$ cat src/vfa_pkg.sv
// Shared types, constants and helpers for the vortex column acceleration block.
// No dependencies; used by the channel interfaces, the divider and the top level.
package vfa_pkg;

  localparam int FRAC_BITS = 16;
  localparam int ONE       = 1 << FRAC_BITS;
  localparam int CW        = 32;             // coordinate and gain width
  localparam int RW        = 31;             // radius and height width
  localparam int DW        = CW + 1;         // exact difference width
  localparam int CFG_IW    = 4;              // register index width

  // Q constants, round(c * ONE)
  localparam int Q10  = ((10  << FRAC_BITS) + 50) / 100;
  localparam int Q105 = ((105 << FRAC_BITS) + 50) / 100;
  localparam int Q18  = ((18  << FRAC_BITS) + 50) / 100;
  localparam int Q82  = ((82  << FRAC_BITS) + 50) / 100;
  localparam int Q45  = ((45  << FRAC_BITS) + 50) / 100;
  localparam int Q55  = ((55  << FRAC_BITS) + 50) / 100;

  // exact reciprocal multiply for floor(v/3) and floor(v/11) over the used range
  localparam int     D3_S  = FRAC_BITS + 3;
  localparam longint D3_K  = ((longint'(1) << D3_S) + 2) / 3;
  localparam int     D11_S = FRAC_BITS + 8;
  localparam longint D11_K = ((longint'(1) << D11_S) + 10) / 11;

  // square root unit
  localparam int SQ_N = 32;                  // result bits, one per stage
  localparam int SQW  = 2 * SQ_N;            // radicand width

  // divider unit
  localparam int DIV_NW  = DW + FRAC_BITS;   // dividend width
  localparam int DIV_DW  = 32;               // divisor width
  localparam int DIV_QW  = FRAC_BITS + 2;    // quotient width
  localparam int DIV_LAT = DIV_QW + 1;

  // datapath widths
  localparam int TW = FRAC_BITS + 1;         // clamped smoothstep argument
  localparam int SW = FRAC_BITS + 2;         // unit range terms
  localparam int UW = FRAC_BITS + 2;         // signed unit vector
  localparam int YW = DIV_QW + 1;            // signed normalized height
  localparam int KW = CW + 2;                // scaled gains

  typedef logic signed [63:0] wide_t;

  typedef enum logic [CFG_IW-1:0] {
    REG_CENTER_X      = 4'd0,
    REG_CENTER_Y      = 4'd1,
    REG_CENTER_Z      = 4'd2,
    REG_COLUMN_RADIUS = 4'd3,
    REG_COLUMN_HEIGHT = 4'd4,
    REG_INWARD_GAIN   = 4'd5,
    REG_SWIRL_GAIN    = 4'd6,
    REG_LIFT_GAIN     = 4'd7
  } reg_idx_t;

  typedef struct packed {
    logic [DIV_NW-1:0] n;
    logic [DIV_DW-1:0] d;
  } div_in_t;

  typedef struct packed {
    logic [DIV_QW-1:0] q;
    logic              ovf;
  } div_out_t;

  // Q product rounding, halves away from zero
  function automatic wide_t rnd_q(input wide_t p);
    logic        neg;
    logic [63:0] m;
    neg = p[63];
    m   = neg ? 64'(-p) : 64'(p);
    m   = (m + (64'd1 << (FRAC_BITS - 1))) >> FRAC_BITS;
    return neg ? -wide_t'(m) : wide_t'(m);
  endfunction

  function automatic logic signed [CW-1:0] sat32(input wide_t v);
    if (v > wide_t'(32'sh7fffffff)) return 32'sh7fffffff;
    if (v < -wide_t'(64'sh80000000)) return 32'sh80000000;
    return v[CW-1:0];
  endfunction

endpackage

$ cat src/vfa_div.sv
// Pipelined restoring divider, one quotient bit per stage, with overflow flag.
// Depends on vfa_pkg for widths and the port structs.
module vfa_div (
  input  logic              clk,
  input  logic              en,
  input  vfa_pkg::div_in_t  din,
  output vfa_pkg::div_out_t dout
);
  import vfa_pkg::*;

  localparam int XW = DIV_DW + DIV_QW;

  logic [DIV_NW-1:0] rem [DIV_LAT];
  logic [DIV_DW-1:0] dvs [DIV_LAT];
  logic [DIV_QW-1:0] quo [DIV_LAT];
  logic [DIV_QW:0]   ovf;
  logic [XW-1:0]     trial [DIV_QW];
  logic [DIV_QW-1:0] ge;

  always_comb begin
    for (int k = 0; k < DIV_QW; k++) begin
      trial[k] = XW'(dvs[k]) << (DIV_QW - 1 - k);
      ge[k]    = XW'(rem[k]) >= trial[k];
    end
  end

  always_ff @(posedge clk) begin
    if (en) begin
      rem[0] <= din.n;
      dvs[0] <= din.d;
      quo[0] <= '0;
      ovf[0] <= XW'(din.n) >= {din.d, {DIV_QW{1'b0}}};
      for (int k = 0; k < DIV_QW; k++) begin
        rem[k+1] <= ge[k] ? rem[k] - DIV_NW'(trial[k]) : rem[k];
        quo[k+1] <= ge[k] ? quo[k] | (DIV_QW'(1) << (DIV_QW - 1 - k)) : quo[k];
        dvs[k+1] <= dvs[k];
        ovf[k+1] <= ovf[k];
      end
    end
  end

  assign dout.q   = quo[DIV_QW];
  assign dout.ovf = ovf[DIV_QW];

endmodule

$ cat config.mk
export PLATFORM = sky130hd
export DESIGN_NAME = vfa_div
export DESIGN_NICKNAME = d
export VERILOG_FILES = /design/src/vfa_pkg.sv /design/src/vfa_div.sv
export SDC_FILE = /design/constraint.sdc
export NUM_CORES = 2
export LEC_CHECK = 0
export BUFFER_PORTS_ARGS = -buffer_cell sky130_fd_sc_hd__buf_2
export CAP_MARGIN = 10
export CORE_ASPECT_RATIO = 0.6
export CORE_UTILIZATION = 44
export DETAILED_ROUTE_END_ITERATION = 16
export GPL_ROUTABILITY_DRIVEN = 1
export PLACE_DENSITY_LB_ADDON = 0.25
export REMOVE_ABC_BUFFERS = 1
export SYNTH_ARGS = -nofsm -noshare
export SYNTH_HDL_FRONTEND = slang
export SYNTH_SLANG_ARGS = --single-unit
$ cat constraint.sdc
create_clock -name clk -period 4.4 [get_ports clk]
set_input_delay 0.44 -clock clk [delete_from_list [all_inputs] [get_ports clk]]
set_output_delay 0.44 -clock clk [all_outputs]
set_load 0.005 [all_outputs]
==> impl_metrics.csv <==
group,metric,value,unit
finish,layout-area-overhead-vs-synth,13.62,%
hold_path,min_path_type,"in2reg",
global_routing,overflow,0,
cts,clkSinkCount,1648,
setup_path,crit_arrival,4.92,ns
setup_path,crit_path_end_kind,"flop",
sta,period_minus_slack,4.393,ns
sta,fmaxAchievable,227.6,MHz
setup_path,required,4.93,ns
setup_path,critPathTopFamily,"compound AO/OA/AOI/OAI gates",
run,cap_violations,0,
cts,cts_buffers,172,
finish,final_cell_mix,"edfxtp_1 (1648), inv_1 (750), a21oi_1 (632), ha_1 (607), nand2_1 (587)",
outcome,status,"complete, no violations",
floorplanning,initial_core_util,44.47,%
floorplanning,die_height,353.5,um
global_routing,grt_usage,24.25,%
synth,synth_ff_type,"edfxtp_1",
sta,finalSetupTns,0,ns
floorplanning,rows,128,
power_and_ir_drop,power_leakage,0.04117,uW
sta,final-hold-violation-count,0,
setup_path,cp_max_fo,3,
global_routing,antenna_found_initial,15,
sta,slew_viol_final,0,
cts,cts.htree.levels,4,
place,routabilityCongestion,0.9782,
sta,setup_viol,0,
setup_path,r2r_setup_slack,0.007,ns
synth,synth_edf_count,1648,
synth,yosys.area.top_type,"edfxtp_1",
global_routing,grt_start_max_net_pins,104,
finish,final_common_cell,"edfxtp_1",
hold_path,holdPathStages,1,
synth,synth_cell_types,94,
finish,utilization,50.53,%
synth,avgSynthCellArea,11.27,um2
setup_path,reg2reg_depth,12,
synth,synth.area.top_cells,"edfxtp_1 (55%), ha_1 (8.4%), a21oi_1 (3.5%), xnor2_1 (3.1%), inv_1 (3.1%)",
cts,cts-root-buf,"clkbuf_16",
floorplanning,dieArea,0.2078,mm2
sta,worst_slack,0.006772,ns
hold_path,holdPathEnd,"quo[14][11]",
setup_path,worstReg2RegStart,"dvs[12][1]",
cts,clkLatencyLatePin,0.87,ns
sta,finalCritPeriodShare,99.85,%
place,io_buffers,101,
cts,clkSlewWorstSetupHoldPaths,0.06,ns
setup_path,reg2reg_to,"rem[13][44]",
global_routing,grt_pass1_wl,382800,um
setup_path,path_cells,"inv_1 > ha_1 > nor2b_1 > o31ai_1 > a211oi_1 > o21ai_0 > a31oi_1 > a311oi_1 > nor3_1 > or4_1 > nor3_1 > xor2_1",
global_routing,grt_pass1_vias,59370,
floorplanning,io_pins,102,
power_and_ir_drop,powerDensity,668.7,mW/mm2
finish,fin_cells,11390,
floorplanning,design.core.area,0.2037,mm2
drt,drc,0,
drt,wl,257500,um
setup_path,critical_path_cell_count,12,
setup_path,crit_buf_inv,1,
hold_path,hold_start,"en",
floorplanning,die_w,587.8,um
synth,yosysSeqAreaShare,54.63,%
place,dp_hpwl,199300,um
setup_path,cpMostUsedCell,"nor3_1",
synth,ys_seq_elements,1648,
setup_path,cp_slowest_cell,"a311oi_1",
drt,drtIter0Drc,7936,
finish,drive_gt1_share,10.23,%
drt,drt_first_pass_iters,5,
place,dp.cells,11000,
cts,cts_tree,"built",
synth,synthCells,8040,
finish,nets,9233,
synth,synthArstFlopShare,0,%
power_and_ir_drop,ir_worst_vdd,0.3490,mV
sta,worst_slew_pin_slew,1.191,ns
setup_path,startpoint_type,"flop",
setup_path,path_class,"reg2reg",
synth,post-synth-top-area-fraction,54.63,%
place,place_ws,-0.01743,ns
drt,vias_per_cell,5.702,
drt,vias,64940,
synth,yosysWarnings,0,
drt,wl_per_cell,22.61,um
drt,ant_nets,0,
setup_path,slowest_delay,0.59,ns
cts,cts_buffer_depth,4,
synth,syn_area,0.09059,mm2
sta,finalClockSkew,0.1053,ns
sta,slew_headroom,19.73,%
## report_power, final
group / leakage, uW / internal [uW] / switching [uW]
sequential: 0.0160 / 22400 / 2350
combinational: 0.0226 / 12100 / 17700
clock: 0.00257 / 8050 / 6230
total: 0.0412 / 42500 / 26300
## what timing repair did
| item | 4_1_cts | 5_1_grt |
|---|---|---|
| cloned | 0 | 0 |
| endpoints found under the hold margin | 82 | 0 |
| resized for setup | 1 | 21 |
| pin swaps | 0 | 3 |
| buffers inserted | 0 | 2 |
| hold buffers | 81 | 0 |
| setup endpoints to repair | 6 | 181 |
## synthesized netlist by cell type, drive strengths merged, types with 32 or more instances
master	count
nor2	506
a31oi	69
nand2	588
a21oi	637
mux2	130
inv	753
nor3	109
nand2b	74
or3	46
edfxtp	1648
or4	32
nor2b	94
o211ai	36
xor2	265
and2	34
o21a	82
a211oi	65
nand4	115
nor4	87
a21o	339
clkbuf	163
o31ai	50
xnor2	324
o21ai	497
buf	42
nand3	138
and3	56
or2	32
o21bai	75
ha	607
## layer usage
layer | vias to the layer above | track usage [%] | wire [um]
met2 | 2759 | 24.30 | 77020
met3 | 231 | 12.54 | 40720
met1 | 31310 | 41.75 | 135800
met4 | 8 | 3.471 | 3206
li1 | 30640 | - | -
met5 | - | 3.459 | 703
## sequential cells by signal, indices dropped and copies added (netlist names)
register  count
dvs         576
rem         882
quo         171
ovf          19
## kinds of logic after synthesis
group / count (synthesis) / synth area share [%]
adders and majority gates: 624 / 8.759
DFF: 1648 / 54.63
muxes: 139 / 1.715
AOI/OAI and AO/OA: 2073 / 14.32
and+or+nand+nor: 2009 / 10.87
xor gates and xnor gates: 589 / 5.695
buffers and inverters: 958 / 4.010
## final cells by class
class | count | area [um2]
antenna | 12 | 30.03
clock buffer | 213 | 4543
clock inverter | 83 | 721.9
fill | 17980 | 100800
inverter | 753 | 2826
multi-input combinational | 5434 | 37680
sequential | 1648 | 49490
tap | 2730 | 3416
timing repair buffer | 517 | 4218
## per-stage QoR
| step | hold slack (ns) | cell area (um2) | total power, uW |
|---|---|---|---|
| 4_1_cts | 0.1344 | 102800 | 68000 |
| 6_report | 0.1436 | 102900 | 68830 |
| 5_1_grt | 0.1492 | 102900 | 72710 |
| 3_3_place_gp | 0.4006 | 96730 | 52980 |
| 3_5_place_dp | 0.4045 | 96730 | 53330 |
| 2_1_floorplan | 0.4003 | 89780 | 43560 |
## worst max path at each step
stage | from | endpoint | slack, ns
2_1_floorplan | rem[10][12] | rem[11][15] | -1.09
3_3_place_gp | dvs[1][1] | rem[2][22] | -0.39
3_5_place_dp | rem[15][3] | rem[16][38] | -0.02
4_1_cts | dvs[4][0] | rem[5][27] | 0.02
5_1_grt | rem[6][17] | rem[7][44] | -0.05
6_report | dvs[12][1] | rem[13][44] | 0.007
Power figures use the tool's default switching activity.
